`src/double_hash_counter_table_top_defines.svh`:
```
// assertion macros for the double hash counter table
`ifndef DOUBLE_HASH_COUNTER_TABLE_TOP_DEFINES_SVH
`define DOUBLE_HASH_COUNTER_TABLE_TOP_DEFINES_SVH

`ifndef SYNTH
// checked property, ignored while reset is high
`define DHCT_ASSERT(lbl, clk, rst, prop) \
   lbl: assert property (@(posedge clk) disable iff (rst) prop) \
      else $error("dhct assertion failed");
// checked property, also during reset
`define DHCT_ASSERT_NORST(lbl, clk, prop) \
   lbl: assert property (@(posedge clk) prop) \
      else $error("dhct assertion failed");
`else
`define DHCT_ASSERT(lbl, clk, rst, prop)
`define DHCT_ASSERT_NORST(lbl, clk, prop)
`endif

`endif

```
`src/dhct_pkg.sv`:
```
// shared types and constants of the double hash counter table
package dhct_pkg;

   localparam int TABLE_DEPTH_DEF = 1024;
   localparam int EQUIV_MAX_DEF   = 10;
   localparam int EQUIV_PORTS     = 10;
   localparam int SIZE_W          = 11;
   localparam int CSR_AW          = 3;

   localparam logic [SIZE_W-1:0] SIZE_RESET = 11'd1024;
   localparam logic [SIZE_W-1:0] SIZE_MIN   = 11'd2;
   localparam logic [12:0]       HASH_MUL   = 13'd6812;
   localparam logic [31:0]       EMPTY_KEY  = 32'hFFFF_FFFF;

   // register index decoded from the byte address
   localparam logic REG_TABLE_SIZE = 1'b0;

   // commands
   localparam logic CMD_COUNT  = 1'b0;
   localparam logic CMD_LOOKUP = 1'b1;

   // result status codes
   localparam logic [2:0] ST_COUNTED  = 3'd0;
   localparam logic [2:0] ST_NEW      = 3'd1;
   localparam logic [2:0] ST_FULL     = 3'd2;
   localparam logic [2:0] ST_FOUND    = 3'd3;
   localparam logic [2:0] ST_NOTFOUND = 3'd4;

   // probe outcomes
   localparam logic [1:0] PR_FOUND = 2'd0;
   localparam logic [1:0] PR_EMPTY = 2'd1;
   localparam logic [1:0] PR_FULL  = 2'd2;

   // hash unit result
   typedef struct packed {
      logic              done;
      logic [SIZE_W-1:0] h1;
      logic [SIZE_W-1:0] step;
   } hash_res_type;

   // store write request
   typedef struct packed {
      logic        en;
      logic [31:0] key;
      logic [31:0] cnt;
   } store_wr_type;

endpackage

```
`src/dhct_div.sv`:
```
// bit-serial remainder unit, one dividend bit per cycle
module dhct_div import dhct_pkg::*; (
   input  logic              clock,
   input  logic              reset,
   input  logic              start,
   input  logic [31:0]       dividend,
   input  logic [SIZE_W-1:0] divisor,
   output logic              done,
   output logic [SIZE_W-1:0] rem
);

   logic              run_ff, run_in;
   logic              done_ff, done_in;
   logic [4:0]        cnt_ff, cnt_in;
   logic [31:0]       dvd_ff, dvd_in;
   logic [SIZE_W-1:0] dsr_ff, dsr_in;
   logic [SIZE_W-1:0] rem_ff, rem_in;
   logic [SIZE_W:0]   trial;

   // restoring step
   always_comb begin
      run_in  = run_ff;
      done_in = 1'b0;
      cnt_in  = cnt_ff;
      dvd_in  = dvd_ff;
      dsr_in  = dsr_ff;
      rem_in  = rem_ff;
      trial   = {rem_ff, dvd_ff[31]};
      if (start) begin
         run_in = 1'b1;
         cnt_in = '0;
         dvd_in = dividend;
         dsr_in = divisor;
         rem_in = '0;
      end else if (run_ff) begin
         if (trial >= {1'b0, dsr_ff}) begin
            rem_in = SIZE_W'(trial - {1'b0, dsr_ff});
         end else begin
            rem_in = trial[SIZE_W-1:0];
         end
         dvd_in = {dvd_ff[30:0], 1'b0};
         cnt_in = cnt_ff + 5'd1;
         if (cnt_ff == 5'd31) begin
            run_in  = 1'b0;
            done_in = 1'b1;
         end
      end
   end

   always_ff @(posedge clock) begin
      if (reset) begin
         run_ff  <= 1'b0;
         done_ff <= 1'b0;
         cnt_ff  <= '0;
      end else begin
         run_ff  <= run_in;
         done_ff <= done_in;
         cnt_ff  <= cnt_in;
      end
      dvd_ff <= dvd_in;
      dsr_ff <= dsr_in;
      rem_ff <= rem_in;
   end

   assign done = done_ff;
   assign rem  = rem_ff;

endmodule

```
`src/dhct_hash.sv`:
```
// first hash (decimal mid-square) and probe step of one key
module dhct_hash import dhct_pkg::*; (
   input  logic              clock,
   input  logic              reset,
   input  logic              start,
   input  logic [31:0]       key,
   input  logic [SIZE_W-1:0] size,
   output hash_res_type      res
);

   localparam logic [3:0] H_IDLE = 4'd0;
   localparam logic [3:0] H_MUL1 = 4'd1;
   localparam logic [3:0] H_MUL2 = 4'd2;
   localparam logic [3:0] H_BCD  = 4'd3;
   localparam logic [3:0] H_LEN  = 4'd4;
   localparam logic [3:0] H_MID  = 4'd5;
   localparam logic [3:0] H_MODA = 4'd6;
   localparam logic [3:0] H_MODB = 4'd7;
   localparam logic [3:0] H_STEP = 4'd8;
   localparam logic [3:0] H_GCD  = 4'd9;
   localparam logic [3:0] H_DONE = 4'd10;

   logic [3:0]        state_ff, state_in;
   logic [31:0]       k_ff, k_in;
   logic [31:0]       a_ff, a_in;
   logic              neg_ff, neg_in;
   logic [31:0]       mag_ff, mag_in;
   logic [3:0]        dig_ff [10];
   logic [3:0]        dig_in [10];
   logic [4:0]        cnt_ff, cnt_in;
   logic [3:0]        nd_ff, nd_in;
   logic [3:0]        len_ff, len_in;
   logic signed [4:0] lo_ff, lo_in;
   logic signed [4:0] hi_ff, hi_in;
   logic              mneg_ff, mneg_in;
   logic [3:0]        i_ff, i_in;
   logic [26:0]       mid_ff, mid_in;
   logic [SIZE_W-1:0] h1_ff, h1_in;
   logic [SIZE_W-1:0] x_ff, x_in;
   logic [SIZE_W-1:0] s_ff, s_in;
   logic [SIZE_W-1:0] gu_ff, gu_in;
   logic [SIZE_W-1:0] gv_ff, gv_in;
   logic [SIZE_W-1:0] step_ff, step_in;

   logic              div_start;
   logic [31:0]       div_dvd;
   logic              div_done;
   logic [SIZE_W-1:0] div_rem;

   logic [44:0]       p1;
   logic [63:0]       p2;
   logic [3:0]        adj [10];
   logic [3:0]        nd_c;
   logic [3:0]        half;
   logic [3:0]        didx;
   logic [3:0]        cur_dig;
   logic              in_win;

   dhct_div u_div (
      .clock    (clock),
      .reset    (reset),
      .start    (div_start),
      .dividend (div_dvd),
      .divisor  (size),
      .done     (div_done),
      .rem      (div_rem)
   );

   // multiplier products
   assign p1 = k_ff * HASH_MUL;
   assign p2 = a_ff * a_ff;

   // add-3 correction and digit count of the decimal form
   always_comb begin
      nd_c = 4'd1;
      for (int t = 0; t < 10; t++) begin
         adj[t] = (dig_ff[t] >= 4'd5) ? dig_ff[t] + 4'd3 : dig_ff[t];
         if (dig_ff[t] != 4'd0) begin
            nd_c = 4'(t + 1);
         end
      end
   end

   // character under the text cursor
   assign half    = {1'b0, nd_c[3:1]} + {3'b0, (nd_c[0] & neg_ff)};
   assign didx    = nd_ff - 4'd1 - i_ff + {3'b0, neg_ff};
   assign cur_dig = dig_ff[didx];
   assign in_win  = ($signed({1'b0, i_ff}) >= lo_ff) && ($signed({1'b0, i_ff}) <= hi_ff);

   // sequencer
   always_comb begin
      state_in  = state_ff;
      k_in      = k_ff;
      a_in      = a_ff;
      neg_in    = neg_ff;
      mag_in    = mag_ff;
      dig_in    = dig_ff;
      cnt_in    = cnt_ff;
      nd_in     = nd_ff;
      len_in    = len_ff;
      lo_in     = lo_ff;
      hi_in     = hi_ff;
      mneg_in   = mneg_ff;
      i_in      = i_ff;
      mid_in    = mid_ff;
      h1_in     = h1_ff;
      x_in      = x_ff;
      s_in      = s_ff;
      gu_in     = gu_ff;
      gv_in     = gv_ff;
      step_in   = step_ff;
      div_start = 1'b0;
      div_dvd   = k_ff;
      unique case (state_ff)
         H_IDLE: begin
            if (start) begin
               k_in     = key;
               state_in = H_MUL1;
            end
         end
         H_MUL1: begin
            a_in     = p1[31:0];
            state_in = H_MUL2;
         end
         H_MUL2: begin
            neg_in   = p2[31];
            mag_in   = p2[31] ? (32'd0 - p2[31:0]) : p2[31:0];
            for (int t = 0; t < 10; t++) begin
               dig_in[t] = 4'd0;
            end
            cnt_in   = '0;
            state_in = H_BCD;
         end
         // binary to decimal, one bit per cycle
         H_BCD: begin
            dig_in[0] = {adj[0][2:0], mag_ff[31]};
            for (int t = 1; t < 10; t++) begin
               dig_in[t] = {adj[t][2:0], adj[t-1][3]};
            end
            mag_in = {mag_ff[30:0], 1'b0};
            cnt_in = cnt_ff + 5'd1;
            if (cnt_ff == 5'd31) begin
               state_in = H_LEN;
            end
         end
         // text length and the kept window
         H_LEN: begin
            nd_in    = nd_c;
            len_in   = nd_c + {3'b0, neg_ff};
            lo_in    = $signed({1'b0, half}) - 5'sd3;
            hi_in    = $signed({1'b0, half}) + 5'sd4;
            mneg_in  = neg_ff && (half <= 4'd3);
            i_in     = '0;
            mid_in   = '0;
            state_in = H_MID;
         end
         // parse the window, one character per cycle
         H_MID: begin
            if (i_ff == len_ff) begin
               div_start = 1'b1;
               div_dvd   = {5'd0, mid_ff};
               state_in  = H_MODA;
            end else begin
               if (in_win && !(neg_ff && (i_ff == 4'd0))) begin
                  mid_in = 27'({mid_ff, 3'b0} + {mid_ff, 1'b0} + {23'd0, cur_dig});
               end
               i_in = i_ff + 4'd1;
            end
         end
         H_MODA: begin
            if (div_done) begin
               h1_in     = (mneg_ff && (div_rem != '0)) ? size - div_rem : div_rem;
               div_start = 1'b1;
               div_dvd   = k_ff;
               state_in  = H_MODB;
            end
         end
         H_MODB: begin
            if (div_done) begin
               x_in     = div_rem;
               s_in     = div_rem + 1'b1;
               state_in = H_STEP;
            end
         end
         // next step candidate
         H_STEP: begin
            if (s_ff >= size) begin
               step_in  = x_ff;
               state_in = H_DONE;
            end else if (s_ff < SIZE_MIN || (!s_ff[0] && !size[0])) begin
               s_in = s_ff + 1'b1;
            end else begin
               gu_in    = s_ff;
               gv_in    = size;
               state_in = H_GCD;
            end
         end
         // binary gcd, odd common part only
         H_GCD: begin
            if (gu_ff == '0 || gv_ff == '0) begin
               if ((gu_ff | gv_ff) == SIZE_W'(1)) begin
                  step_in  = s_ff;
                  state_in = H_DONE;
               end else begin
                  s_in     = s_ff + 1'b1;
                  state_in = H_STEP;
               end
            end else if (!gu_ff[0]) begin
               gu_in = gu_ff >> 1;
            end else if (!gv_ff[0]) begin
               gv_in = gv_ff >> 1;
            end else if (gu_ff >= gv_ff) begin
               gu_in = gu_ff - gv_ff;
            end else begin
               gv_in = gv_ff - gu_ff;
            end
         end
         H_DONE: begin
            state_in = H_IDLE;
         end
         default: begin
            state_in = H_IDLE;
         end
      endcase
   end

   always_ff @(posedge clock) begin
      if (reset) begin
         state_ff <= H_IDLE;
      end else begin
         state_ff <= state_in;
      end
      k_ff    <= k_in;
      a_ff    <= a_in;
      neg_ff  <= neg_in;
      mag_ff  <= mag_in;
      dig_ff  <= dig_in;
      cnt_ff  <= cnt_in;
      nd_ff   <= nd_in;
      len_ff  <= len_in;
      lo_ff   <= lo_in;
      hi_ff   <= hi_in;
      mneg_ff <= mneg_in;
      i_ff    <= i_in;
      mid_ff  <= mid_in;
      h1_ff   <= h1_in;
      x_ff    <= x_in;
      s_ff    <= s_in;
      gu_ff   <= gu_in;
      gv_ff   <= gv_in;
      step_ff <= step_in;
   end

   assign res.done = (state_ff == H_DONE);
   assign res.h1   = h1_ff;
   assign res.step = step_ff;

endmodule

```
`config.mk`:
```
export PLATFORM = sky130hd
export DESIGN_NAME = dhct_hash
export DESIGN_NICKNAME = d
export VERILOG_FILES = /design/src/double_hash_counter_table_top_defines.svh /design/src/dhct_pkg.sv /design/src/dhct_div.sv /design/src/dhct_hash.sv
export SDC_FILE = /design/constraint.sdc
export NUM_CORES = 2
export LEC_CHECK = 0
export BUFFER_PORTS_ARGS = -buffer_cell sky130_fd_sc_hd__buf_2
export CORE_MARGIN = 10
export CORE_UTILIZATION = 59
export DETAILED_ROUTE_END_ITERATION = 10
export MAX_ROUTING_LAYER = met4
export PLACE_DENSITY = 0.86
export SLEW_MARGIN = 20
export SYNTH_ARGS = -nofsm -noshare
export SYNTH_HDL_FRONTEND = slang
export SYNTH_HIERARCHICAL = 1
export SYNTH_SLANG_ARGS = --single-unit
export TNS_END_PERCENT = 50
```
`constraint.sdc`:
```
create_clock -name clock -period 7.8 [get_ports clock]
set_clock_uncertainty 0.2 [all_clocks]
set_input_delay 1.56 -clock clock [delete_from_list [all_inputs] [get_ports clock]]
set_output_delay 1.56 -clock clock [all_outputs]
set_load 0.01 [all_outputs]
```
==> flow_summary_export.csv <==
group,metric,value,unit
floorplanning,rows,87,
detailed_routing,finalWirelength,80100,um
global_route,grt_first_pass_wirelength,131000,um
critical_path,ff2ff_setup_slack,0.20,ns
detailed_routing,avgRoutedWirePerCell,18.5,um
final_layout,nets,4329,
place,place.detailed.hpwl,60600,um
synthesis,synth_compound_area_frac,0.0918,
cts,path_clk_slew,0.06,ns
cts,cts_inserted_buffers,37,
floorplanning,coreArea,0.0566,mm^2
global_route,gr-total-overflow,0,
detailed_routing,drcViolationCount,0,
synthesis,ys_ff_latch,312,
final_layout,syn2layout_area_growth,10.8,%
synthesis,ys_seq_area_frac,0.270,
timing,tightest_slew,1.12,ns
final_layout,postLayoutCellArea,0.0375,mm^2
job,maxCapViolCount,0,
critical_path,worst_r2r_endpoint,"mag_ff[31]",
synthesis,synth.area.top_cells,"edfxtp_1 26%, fa_1 22%, ha_1 13%",
detailed_routing,vias,24700,
global_route,grt_util_all_layers,0.244,
timing,fin_crit_sh,0.974,
global_route,grt_max_degree,80,
cts,cts_buffer_depth,3,
synthesis,synth_area_per_cell,9.95,um^2
synthesis,netlist_instances,3404,
global_route,grt_pass1_vias,26100,
synthesis,synth_xor_area_frac,0.0445,
critical_path,path_class,"reg -> reg",
floorplanning,die_h,260,um
final_layout,layout_commonest_cell,"inv_1",
timing,max_freq,132,MHz
floorplanning,die_w,260,um
critical_path,critPathMaxFanout,8,
critical_path,cp-startpoint,"a_ff[9]",
timing,maxSlewViolCount,0,
timing,setup_viol,0,
timing,rsz0062_at_grt,"true",
synthesis,yosysWarnings,6,
place,gp_congestion,0.948,
final_layout,num-fill-cells,4020,
cts,post_cts_hold_buffer_count,0,
cts,cts_root_buffer,"clkbuf_16",
cts,cts_tree,"built",
floorplanning,dieArea,0.0674,mm^2
detailed_routing,routed_via_density,5.71,
synthesis,synthAdderAreaFrac,0.355,
synthesis,synth_top_family_by_area,"adder cells",
synthesis,synth_top_area_share,0.257,
synthesis,syn_area,0.0339,mm^2
floorplanning,start_util,0.598,
synthesis,synthMuxAreaShare,0.0330,
critical_path,cp-end-kind,"flop",
synthesis,synth-simple-area-share,0.113,
run_status,outcome,"complete, no violations",
detailed_routing,drtIter0Drc,2128,
final_layout,drive_above_1_share,0.120,
place,port_buffers,68,
floorplanning,ios,69,
synthesis,ys_types,93,
critical_path,critPathCapture,"mag_ff[31]",
place,placed_cell_area,0.0354,mm^2
cts,worstSkewPairLatency,0.58,ns
hold_path,holdCritPathClass,"reg -> reg",
detailed_routing,ant_nets,0,
critical_path,start_kind,"flop",
critical_path,reg2reg_depth,25,
timing,period_minus_slack,7.60,ns
synthesis,synth_flop_cell,"edfxtp_1",
synthesis,synth-edff-count,290,
critical_path,critPathRequiredTime,7.90,ns
global_route,antenna_found_initial,1,
detailed_routing,drtPass1Iterations,6,
final_layout,final_cell_mix,"727 x inv_1, 369 x fa_1, 348 x ha_1",
timing,max-slew-margin-rel,0.248,
critical_path,timing.rr.start,"a_ff[9]",
timing,hold_violations,0,
cts,cts.sinks,312,
critical_path,crit_arrival,7.69,ns
cts,cts_max_level,2,
synthesis,yosys.area.top_type,"edfxtp_1",
synthesis,async_flop_share,0,
## layer usage
metal	up-vias	GRT usage	wire length, um
met5	-	-	0
met4	0	0.104	3720
met3	247	0.0288	5120
met2	997	0.403	39100
met1	12100	0.302	32200
li1	11400	-	-
## metrics by stage
stage	cells	setup slack [ns]	utilization	setup TNS, ns	hold WS [ns]
after floorplan	3405	0.0800	-	0	0.276
after detailed placement	4214	-0.00215	0.626	-0.00215	0.302
final	4332	0.204	0.663	0	0.319
after global routing	4332	-0.116	0.663	-0.848	0.349
after CTS	4282	-0.00675	0.648	-0.00675	0.316
after global placement	4214	0.108	0.626	0	0.300
## registers in the layout, indices dropped and copies added (netlist names), 4 cells and up
register	flops
gv_ff	11
u_div/cnt_ff	5
lo_ff	5
gu_ff	11
nd_ff	4
step_ff	11
u_div/dsr_ff	11
len_ff	4
h1_ff	11
a_ff	27
x_ff	11
i_ff	4
mid_ff	27
mag_ff	28
dig_ff	40
cnt_ff	5
s_ff	11
u_div/rem	11
u_div/dvd_ff	32
state_ff	4
k_ff	32
## worst min-delay path by stage
| stage | start | endpoint | slack [ns] | depth (start not counted) |
|---|---|---|---|---|
| 6_report | x_ff[6] | step_ff[6] | 0.32 | 2 |
| 5_1_grt | x_ff[10] | step_ff[10] | 0.35 | 2 |
| 4_1_cts | x_ff[10] | step_ff[10] | 0.32 | 2 |
| 3_5_place_dp | x_ff[6] | step_ff[6] | 0.30 | 2 |
| 3_3_place_gp | mag_ff[6] | mag_ff[7] | 0.30 | 2 |
| 2_1_floorplan | u_div/run_ff | u_div/rem[0] | 0.28 | 2 |
## Yosys cell counts (43+ instances only)
master and instances:
inv_1 731, fa_1 375, ha_1 361, edfxtp_1 290
nand2_1 234, nor2_1 200, a21oi_1 148, xnor2_1 105
o21ai_0 101, and2_1 95, clkbuf_1 80, xor2_1 67
mux2_2 61, nor3_1 52, nand3_1 43
## kinds of logic after synthesis
| kind of cell | after synthesis |
|---|---|
| buffers and inverters | 825 |
| and+or+nand+nor | 787 |
| adders and majority gates | 736 |
| AOI/OAI and AO/OA | 476 |
| DFF | 312 |
| xor gates and xnor gates | 172 |
| muxes | 94 |
| other | 2 |
## area by class of cell
cell class / count / area (um^2) / share of cell area
antenna: 1 / 2.50 / 0.0000667
clock buffer: 42 / 945 / 0.0252
clock inverter: 25 / 314 / 0.00837
inverter: 731 / 2750 / 0.0732
multi-input combinational: 2268 / 22000 / 0.587
sequential: 312 / 9150 / 0.244
tap: 756 / 946 / 0.0252
timing repair buffer: 197 / 1400 / 0.0372
## worst max-delay path, cell delays in order (launching register included)
cell      delay [ns]
edfxtp_1        0.46
buf_4           0.18
buf_8           0.13
and2_1          0.19
fa_1            0.55
inv_1           0.06
fa_1            0.56
fa_1            0.47
fa_1            0.51
fa_1            0.50
inv_1           0.06
fa_1            0.52
inv_1           0.05
fa_1            0.52
inv_1           0.06
ha_4            0.27
a21o_1          0.22
nor2_1          0.12
nand4_1         0.25
a31oi_2         0.26
o21ai_0         0.15
xor2_1          0.25
inv_1           0.21
buf_4           0.21
and3_1          0.15
a22o_1          0.21
## timing repair
action                     in CTS  in global routing
pin swaps                       0                 49
gates resized for setup         3                 95
gates cloned                    0                  3
setup endpoints to repair       2                 27
setup buffers                   1                 46
Power is not shown: default switching activity piles up to over one toggle a cycle in this logic, so the estimate is an artifact.
